--- src/hw/rtl/bpc_pkg.sv ---
// ----------------------------------------------------------------------------
// bpc_pkg
// Shared types and constants of the button press classifier.
// ----------------------------------------------------------------------------
package bpc_pkg;

  // Width of the tick thresholds in the register file
  localparam int CFG_W = 16;

  // APB geometry: four 32-bit registers at byte addresses 0, 4, 8, 12
  localparam int APB_DATA_W = 32;
  localparam int APB_ADDR_W = 4;

  // Register indexes (byte address bits [3:2])
  typedef enum logic [1:0] {
    REG_DEBOUNCE     = 2'd0,
    REG_DOUBLE_WIN   = 2'd1,
    REG_LONG_PRESS   = 2'd2,
    REG_ACTIVE_LEVEL = 2'd3
  } reg_idx_t;

  // Reset values of the registers
  localparam logic [CFG_W-1:0] DEBOUNCE_RST   = 16'd5;
  localparam logic [CFG_W-1:0] DOUBLE_WIN_RST = 16'd30;
  localparam logic [CFG_W-1:0] LONG_PRESS_RST = 16'd100;
  localparam logic             ACTIVE_LVL_RST = 1'b0;

  // Event codes
  typedef enum logic [1:0] {
    EV_NONE   = 2'd0,
    EV_SINGLE = 2'd1,
    EV_DOUBLE = 2'd2,
    EV_LONG   = 2'd3
  } event_t;

  // Register file contents seen by the classifier
  typedef struct packed {
    logic [CFG_W-1:0] debounce_ticks;
    logic [CFG_W-1:0] double_window_ticks;
    logic [CFG_W-1:0] long_press_ticks;
    logic             active_level;
  } cfg_t;

  // One result item
  typedef struct packed {
    event_t event_code;
    logic   held;
  } res_t;

endpackage

--- src/hw/rtl/bpc_in_if.sv ---
// ----------------------------------------------------------------------------
// bpc_in_if
// Input channel: one raw pin sample per item.
// ----------------------------------------------------------------------------
interface bpc_in_if;
  logic valid;
  logic ready;
  logic pin_level;

  modport source (output valid, output pin_level, input ready);
  modport sink   (input valid, input pin_level, output ready);
endinterface

--- src/hw/rtl/bpc_out_if.sv ---
// ----------------------------------------------------------------------------
// bpc_out_if
// Output channel: one event code and debounced level per item.
// ----------------------------------------------------------------------------
interface bpc_out_if;
  logic       valid;
  logic       ready;
  logic [1:0] event_code;
  logic       held;

  modport source (output valid, output event_code, output held, input ready);
  modport sink   (input valid, input event_code, input held, output ready);
endinterface

--- src/hw/rtl/bpc_regs.sv ---
// ----------------------------------------------------------------------------
// bpc_regs
// APB register file: debounce, double window, long press, active level.
// ----------------------------------------------------------------------------
module bpc_regs (
  input  logic                              clk,
  input  logic                              rst,
  input  logic                              psel,
  input  logic                              penable,
  input  logic                              pwrite,
  input  logic [bpc_pkg::APB_ADDR_W-1:0]    paddr,
  input  logic [bpc_pkg::APB_DATA_W-1:0]    pwdata,
  output logic [bpc_pkg::APB_DATA_W-1:0]    prdata,
  output logic                              pready,
  output bpc_pkg::cfg_t                     cfg
);
  import bpc_pkg::*;

  logic     wr_en;
  reg_idx_t idx;

  assign pready = 1'b1;
  assign wr_en  = psel && penable && pwrite;
  assign idx    = reg_idx_t'(paddr[3:2]);

  // register writes
  always_ff @(posedge clk) begin
    if (rst) begin
      cfg.debounce_ticks      <= DEBOUNCE_RST;
      cfg.double_window_ticks <= DOUBLE_WIN_RST;
      cfg.long_press_ticks    <= LONG_PRESS_RST;
      cfg.active_level        <= ACTIVE_LVL_RST;
    end else if (wr_en) begin
      unique case (idx)
        REG_DEBOUNCE:     cfg.debounce_ticks      <= pwdata[CFG_W-1:0];
        REG_DOUBLE_WIN:   cfg.double_window_ticks <= pwdata[CFG_W-1:0];
        REG_LONG_PRESS:   cfg.long_press_ticks    <= pwdata[CFG_W-1:0];
        REG_ACTIVE_LEVEL: cfg.active_level        <= pwdata[0];
        default: ;
      endcase
    end
  end

  // read mux
  always_comb begin
    prdata = '0;
    unique case (idx)
      REG_DEBOUNCE:     prdata = APB_DATA_W'(cfg.debounce_ticks);
      REG_DOUBLE_WIN:   prdata = APB_DATA_W'(cfg.double_window_ticks);
      REG_LONG_PRESS:   prdata = APB_DATA_W'(cfg.long_press_ticks);
      REG_ACTIVE_LEVEL: prdata = APB_DATA_W'(cfg.active_level);
      default:          prdata = '0;
    endcase
  end

endmodule

--- src/hw/rtl/bpc_core.sv ---
// ----------------------------------------------------------------------------
// bpc_core
// Debounce and press classification for one sample; holds the tick state.
// ----------------------------------------------------------------------------
module bpc_core #(
  parameter int TIMER_WIDTH = 16
) (
  input  logic          clk,
  input  logic          rst,
  input  logic          take,
  input  logic          pin_level,
  input  bpc_pkg::cfg_t cfg,
  output bpc_pkg::res_t res_next
);
  import bpc_pkg::*;

  // compare width covers both counters and thresholds
  localparam int CW = (TIMER_WIDTH > CFG_W) ? TIMER_WIDTH : CFG_W;

  logic                   last_raw, debounced, long_done, awaiting_second;
  logic [TIMER_WIDTH-1:0] stable_elapsed, press_elapsed, release_elapsed;

  logic                   last_raw_next, debounced_next, long_done_next;
  logic                   awaiting_second_next;
  logic [TIMER_WIDTH-1:0] stable_elapsed_next, press_elapsed_next, release_elapsed_next;
  logic                   raw;
  logic                   change_ok;
  event_t                 ev_next;

  // one tick of the classifier
  always_comb begin
    raw                  = (pin_level == cfg.active_level);
    last_raw_next        = last_raw;
    debounced_next       = debounced;
    long_done_next       = long_done;
    awaiting_second_next = awaiting_second;
    ev_next              = EV_NONE;

    // saturating advance
    stable_elapsed_next  = (&stable_elapsed) ? stable_elapsed
                                             : stable_elapsed + TIMER_WIDTH'(1);
    press_elapsed_next   = (&press_elapsed) ? press_elapsed
                                            : press_elapsed + TIMER_WIDTH'(1);
    release_elapsed_next = (&release_elapsed) ? release_elapsed
                                              : release_elapsed + TIMER_WIDTH'(1);

    // raw change restarts the stability count
    if (raw != last_raw) begin
      last_raw_next       = raw;
      stable_elapsed_next = '0;
    end

    // debounced level change
    change_ok = (CW'(stable_elapsed_next) >= CW'(cfg.debounce_ticks)) && (raw != debounced);
    if (change_ok) begin
      debounced_next = raw;
      if (raw) begin
        long_done_next     = 1'b0;
        press_elapsed_next = '0;
      end else if (!long_done) begin
        if (awaiting_second &&
            CW'(release_elapsed_next) <= CW'(cfg.double_window_ticks)) begin
          awaiting_second_next = 1'b0;
          ev_next              = EV_DOUBLE;
        end else begin
          awaiting_second_next = 1'b1;
          release_elapsed_next = '0;
        end
      end
    end

    // long press fires once while held
    if (debounced_next && !long_done_next &&
        CW'(press_elapsed_next) >= CW'(cfg.long_press_ticks)) begin
      long_done_next       = 1'b1;
      awaiting_second_next = 1'b0;
      ev_next              = EV_LONG;
    end

    // double window ran out: single click
    if (awaiting_second_next && !debounced_next &&
        CW'(release_elapsed_next) > CW'(cfg.double_window_ticks)) begin
      awaiting_second_next = 1'b0;
      ev_next              = EV_SINGLE;
    end

    res_next.event_code = ev_next;
    res_next.held       = debounced_next;
  end

  // state registers
  always_ff @(posedge clk) begin
    if (rst) begin
      last_raw        <= 1'b0;
      debounced       <= 1'b0;
      long_done       <= 1'b0;
      awaiting_second <= 1'b0;
      stable_elapsed  <= '0;
      press_elapsed   <= '0;
      release_elapsed <= '0;
    end else if (take) begin
      last_raw        <= last_raw_next;
      debounced       <= debounced_next;
      long_done       <= long_done_next;
      awaiting_second <= awaiting_second_next;
      stable_elapsed  <= stable_elapsed_next;
      press_elapsed   <= press_elapsed_next;
      release_elapsed <= release_elapsed_next;
    end
  end

  // clicks only come with the button released
  a_click_released: assert property (@(posedge clk) disable iff (rst)
    (take && (ev_next == EV_SINGLE || ev_next == EV_DOUBLE)) |-> !debounced_next)
    else $error("click event while held");

  // long press only while held, and it latches long_done
  a_long_held: assert property (@(posedge clk) disable iff (rst)
    (take && ev_next == EV_LONG) |=> (debounced && long_done))
    else $error("long press without held state");

  // an accepted press restarts the press timer
  a_press_restart: assert property (@(posedge clk) disable iff (rst)
    (take && change_ok && raw) |=> (press_elapsed == '0 && debounced))
    else $error("press timer not restarted");

  // waiting for a second release while held happens only before a long press
  a_await_released: assert property (@(posedge clk) disable iff (rst)
    (awaiting_second && debounced) |-> !long_done)
    else $error("awaiting second release after long press");

endmodule

--- src/hw/rtl/button_press_classifier.sv ---
// ----------------------------------------------------------------------------
// button_press_classifier
// Debounces a raw button pin and reports single, double and long presses.
// ----------------------------------------------------------------------------
//  channel   dir   handshake      payload
//  in_ch     in    valid/ready    pin_level
//  out_ch    out   valid/ready    event_code[1:0], held
//  apb       in    psel/penable   debounce, double window, long press, level
//
//  One item per cycle while the output is not stalled; an accepted item goes
//  through the input register, then the classifier into the result register,
//  before its result leaves on out_ch.
//  Synchronous active-high reset clears the tick state and both stage valids.
//  A stalled output holds its result; the input register still takes an item
//  while the stage behind it can move, so stalls back up one stage at a time.
// ----------------------------------------------------------------------------
module button_press_classifier #(
  parameter int TIMER_WIDTH = 16
) (
  input  logic                           clk,
  input  logic                           rst,
  bpc_in_if.sink                         in_ch,
  bpc_out_if.source                      out_ch,
  input  logic                           psel,
  input  logic                           penable,
  input  logic                           pwrite,
  input  logic [bpc_pkg::APB_ADDR_W-1:0] paddr,
  input  logic [bpc_pkg::APB_DATA_W-1:0] pwdata,
  output logic [bpc_pkg::APB_DATA_W-1:0] prdata,
  output logic                           pready
);
  import bpc_pkg::*;

  cfg_t cfg;
  res_t res_next;
  res_t res;
  logic in_valid, in_pin;
  logic out_valid;
  logic take;

  bpc_regs u_regs (
    .clk     (clk),
    .rst     (rst),
    .psel    (psel),
    .penable (penable),
    .pwrite  (pwrite),
    .paddr   (paddr),
    .pwdata  (pwdata),
    .prdata  (prdata),
    .pready  (pready),
    .cfg     (cfg)
  );

  // stage handshake
  assign take        = in_valid && (!out_valid || out_ch.ready);
  assign in_ch.ready = !in_valid || take;

  bpc_core #(.TIMER_WIDTH(TIMER_WIDTH)) u_core (
    .clk       (clk),
    .rst       (rst),
    .take      (take),
    .pin_level (in_pin),
    .cfg       (cfg),
    .res_next  (res_next)
  );

  // input register
  always_ff @(posedge clk) begin
    if (rst) begin
      in_valid <= 1'b0;
    end else if (in_ch.ready) begin
      in_valid <= in_ch.valid;
    end
  end

  always_ff @(posedge clk) begin
    if (in_ch.ready && in_ch.valid) begin
      in_pin <= in_ch.pin_level;
    end
  end

  // result register
  always_ff @(posedge clk) begin
    if (rst) begin
      out_valid <= 1'b0;
    end else if (take) begin
      out_valid <= 1'b1;
    end else if (out_ch.ready) begin
      out_valid <= 1'b0;
    end
  end

  always_ff @(posedge clk) begin
    if (take) begin
      res <= res_next;
    end
  end

  assign out_ch.valid      = out_valid;
  assign out_ch.event_code = res.event_code;
  assign out_ch.held       = res.held;

endmodule

--- src/flat_wrapper.sv ---
// flat-port wrapper written by rule: the top's interface ports become plain ports
module button_press_classifier_flat import bpc_pkg::*;
#(
  parameter int TIMER_WIDTH = 16
)
  (clk, rst, psel, penable, pwrite, paddr, pwdata, prdata, pready, in_ch_valid, in_ch_pin_level, in_ch_ready, out_ch_valid, out_ch_event_code, out_ch_held, out_ch_ready);
  bpc_in_if in_ch_i ();
  bpc_out_if out_ch_i ();
  input  logic clk;
  input  logic rst;
  input  logic psel;
  input  logic penable;
  input  logic pwrite;
  input  logic [bpc_pkg::APB_ADDR_W-1:0] paddr;
  input  logic [bpc_pkg::APB_DATA_W-1:0] pwdata;
  output logic [bpc_pkg::APB_DATA_W-1:0] prdata;
  output logic pready;
  input wire logic [$bits(in_ch_i.valid)-1:0] in_ch_valid;
  input wire logic [$bits(in_ch_i.pin_level)-1:0] in_ch_pin_level;
  output wire logic [$bits(in_ch_i.ready)-1:0] in_ch_ready;
  output wire logic [$bits(out_ch_i.valid)-1:0] out_ch_valid;
  output wire logic [$bits(out_ch_i.event_code)-1:0] out_ch_event_code;
  output wire logic [$bits(out_ch_i.held)-1:0] out_ch_held;
  input wire logic [$bits(out_ch_i.ready)-1:0] out_ch_ready;
  assign in_ch_i.valid = in_ch_valid;
  assign in_ch_i.pin_level = in_ch_pin_level;
  assign in_ch_ready = in_ch_i.ready;
  assign out_ch_valid = out_ch_i.valid;
  assign out_ch_event_code = out_ch_i.event_code;
  assign out_ch_held = out_ch_i.held;
  assign out_ch_i.ready = out_ch_ready;
  button_press_classifier #(.TIMER_WIDTH(TIMER_WIDTH)) u_core (.clk(clk), .rst(rst), .in_ch(in_ch_i), .out_ch(out_ch_i), .psel(psel), .penable(penable), .pwrite(pwrite), .paddr(paddr), .pwdata(pwdata), .prdata(prdata), .pready(pready));
endmodule
--- config.mk ---
export PLATFORM = sky130hd
export DESIGN_NAME = button_press_classifier_flat
export DESIGN_NICKNAME = d
export VERILOG_FILES = /design/src/hw/rtl/bpc_pkg.sv /design/src/hw/rtl/bpc_in_if.sv /design/src/hw/rtl/bpc_out_if.sv /design/src/hw/rtl/bpc_regs.sv /design/src/hw/rtl/bpc_core.sv /design/src/hw/rtl/button_press_classifier.sv /design/src/flat_wrapper.sv
export SDC_FILE = /design/constraint.sdc
export NUM_CORES = 1
export LEC_CHECK = 0
export BUFFER_PORTS_ARGS = -buffer_cell sky130_fd_sc_hd__buf_2
export CAP_MARGIN = 40
export CORE_MARGIN = 2
export CORE_UTILIZATION = 30
export DETAILED_ROUTE_END_ITERATION = 16
export SYNTH_ARGS = -nofsm -noshare
export SYNTH_HDL_FRONTEND = slang
export SYNTH_SLANG_ARGS = --single-unit
--- constraint.sdc ---
create_clock -name clk -period 6.02 [get_ports clk]
set_clock_uncertainty 0.05 [all_clocks]
set_input_delay 1.204 -clock clk [delete_from_list [all_inputs] [get_ports clk]]
set_output_delay 1.204 -clock clk [all_outputs]
set_load 0.05 [all_outputs]
==> summary.md <==
| Metric | Value |
|---|---|
| Post-DR wirelength/cell | 15.0 um |
| CTS tree | done |
| CORE AREA | 24,200 sq um |
| Worst-margin pin slew | 0.807 ns |
| Final setup viols | 0 |
| Syn Std Cell Area | 7360 sq um |
| # IOs | 82 |
| WP data arrival | 5.56 ns |
| DP Wirelength | 14,800 um |
| Post-synth cell types | 66 |
| Post-CTS Setup Inserts | 0 |
| First-pass GRT wire length | 32,000 um |
| Worst-path clk slew | 0.08 ns |
| FMAX | 181 MHz |
| WL final | 19,800 um |
| Synth warn | 0 |
| Area Overhead vs Synth | 10.6% |
| Final hold vios | 0 |
| Syn avg cell area | 7.59 sq um |
| Setup crit end kind | flip-flop |
| Port Buffers | 46 |
| Worst slew margin | 46.2% |
| Leakage | 3.29 nW |
| Crit-path slowest cell | nor3_1 |
| Congestion Overflow GR | 0 |
| Clock root buffer | clkbuf_16 |
| Layout Nets | 1,100 |
| Number of flops mapped to enable cells by yosys | 4 |
| # DRC | 0 |
| Synth Flop Type | dfxtp_1 |
| CTS Buf Count | 9 |
| Synth Register Bits | 107 |
| Hold Path Class | reg -> reg |
| Setup TNS after final layout | 0 ns |
| Seq/Total Area, Yosys | 29.6% |
| CP startpoint kind | flip-flop |
| Min Tclk post-route | 5.53 ns |
| Period utilisation layout | 91.9% |
| Pins Over Slew Limit | 0 |
| Worst skew pair latency | 0.36 ns |
| Maxcap violations | 0 |
| Share of cells above drive strength 1 | 9.96% |
| Status | finished, final reports clean |
| Most used cell, CP | a21oi_1 |
| DRT Pass-1 Iters | 5 |
| # diodes | 0 |
| Row cnt | 57 |
| Mapped Cells | 970 |
| Largest net degree at the start of global routing | 60 |
| Longest Clk Path Bufs | 2 |
| First DRT Iteration DRCs | 414 |
| Hold buffers post-CTS | 0 |
| Die Ht | 161 um |
| Maximum vdd ir drop | 0.119 mV |
| Initial Util | 30.5% |
| Post-CTS sizing | 0 |
| Worst Path Class, Setup | reg -> reg |
| RSZ-0062 raised after global routing | false |
| Pwr dens | 188 nW/um^2 |
| Synth async-reset ratio | 0% |
| Die width | 161 um |
| Critical path fanouts, max | 11 |
| Gpl congestion | 0.873 |
| DP Cell Count | 1,302 |
| Initial antenna violation count | 0 |
| Most frequent cells in the layout | nand2_1 (175), dfxtp_1 (103), a21oi_1 (97) |
| Largest stage delay on the critical path | 0.52 ns |
| Die Area | 25,800 sq um |
| Vias | 6,685 |
| CP cell instances | and4_1 -> nand3_2 -> nor3_1 -> nor2_1 -> nand4_1 -> xor2_1 -> nor2_1 -> ha_1 -> a21oi_1 -> o21ai_0 -> a221o_1 -> a31oi_1 -> or3_1 -> buf_4 -> and2_1 -> ha_1 -> a21oi_1 -> o21ai_0 -> a221o_1 -> a21oi_1 -> o21a_1 -> o41ai_2 |
| Htree depth | 3 |
| Number of vias per cell | 5.07 |
| Detail Route Antenna Nets | 0 |
| Final Non-Filler Cells | 1,318 |
| Vias in the first global route | 6,212 |
| Clock sink count | 107 |
| WP data required | 6.05 ns |
| Commonest non-fill, non-tap cell in the layout | nand2_1 |
| GRT Util Overall | 15.5% |
==> power breakdown <==
part	total [mW]	switching [mW]	internal [mW]	leakage, nW
logic	0.169	0.128	0.0418	2.27
registers	0.729	0.00848	0.720	0.871
clock network	0.630	0.288	0.342	0.153
total	1.53	0.424	1.10	3.29
==> cell usage after synthesis (6+ instances only) <==
cell type	count	area (sq um)
nor3_1	26	130
nand2b_1	6	37.5
mux2i_1	25	250
ha_1	67	838
o211ai_1	17	128
nand4_1	26	163
nand3_1	42	210
and3_1	9	56.3
and2_1	13	81.3
xor2_1	20	175
dfxtp_1	103	2060
xnor2_1	15	131
nor2_1	56	210
a21o_1	7	52.6
nand2_1	175	657
or3_1	7	43.8
buf_1	6	22.5
a31o_2	6	52.6
o21ai_0	35	175
inv_1	62	233
buf_4	17	128
a21oi_1	97	485
clkbuf_1	39	146
==> sequential cells by signal (all words and copies together), names as in the netlist, 2 cells and up <==
register	cells
u_core.u_core.release_elapsed	16
u_core.out_ch.event_code	2
u_core.u_core.stable_elapsed	16
u_core.u_regs.cfg	49
u_core.u_core.press_elapsed	16
==> area by class of cell <==
| class | instances | area [sq um] |
|---|---|---|
| multi-input cells | 749 | 4680 |
| fillers | 2569 | 16000 |
| repair buffers | 60 | 335 |
| well taps | 324 | 405 |
| clock buffers | 11 | 243 |
| clock inverters | 5 | 67.6 |
| inverters | 62 | 233 |
| flip-flops and latches | 107 | 2180 |
==> metrics by stage <==
stage / worst slack, ns / hold WS [ns] / total power [mW] / instance area, sq um / utilization [%]
global placement: 0.538 / 0.413 / 0.913 / 7830 / 32.4
detailed placement: 0.553 / 0.416 / 0.915 / 7830 / 32.4
global route: 0.138 / 0.441 / 1.59 / 8140 / 33.7
CTS: 0.487 / 0.428 / 1.55 / 8140 / 33.7
finish: 0.490 / 0.429 / 1.53 / 8140 / 33.7
floorplan: 1.16 / 0.399 / 0.871 / 7420 / -
==> layer usage <==
metal	vias up	global-route usage [%]	routed length [um]
met5	-	0	0
met4	0	5.28	409
met3	27	2.61	841
met2	123	24.9	9080
met1	3132	21.1	9490
li1	3403	-	-
==> worst max-delay path, delay by kind of cell (launching register included) <==
family,cells,cell delay (ns)
AOI/OAI and AO/OA,10,1.95
and+or+nand+nor,8,1.84
adders and majority gates,2,0.52
DFF,1,0.45
buffers and inverters,1,0.25
xor gates and xnor gates,1,0.15
==> worst paths after layout <==
kind | start | to | slack [ns] | cells after the start
worst max-delay path | u_core.u_core.stable_elapsed[6]$_SDFFE_PP0P_ | u_core.out_ch.event_code[0]$_SDFFCE_PP1P_ | 0.49 | 22
worst min-delay path | u_core.u_regs.cfg[2]$_SDFFE_PP0P_ | u_core.u_regs.cfg[2]$_SDFFE_PP0P_ | 0.43 | 2
worst max register to register | u_core.u_core.stable_elapsed[6]$_SDFFE_PP0P_ | u_core.out_ch.event_code[0]$_SDFFCE_PP1P_ | 0.49 | 22
worst min register to register | u_core.u_regs.cfg[2]$_SDFFE_PP0P_ | u_core.u_regs.cfg[2]$_SDFFE_PP0P_ | 0.43 | 2
==> cell families (layout without fill, tap and decap cells) <==
kind of cell / after synthesis / after routing / share of synthesized area, %
fa+ha+maj: 67 / 67 / 11.4
mux: 27 / 27 / 3.86
other cells: 2 / 17 / 0.102
compound gates: 208 / 208 / 17.6
xor+xnor: 36 / 36 / 4.38
flops: 107 / 107 / 29.6
buf+inv: 129 / 138 / 7.61
simple gates: 394 / 394 / 25.4
Note: power is estimated with default switching activity, not from simulation.
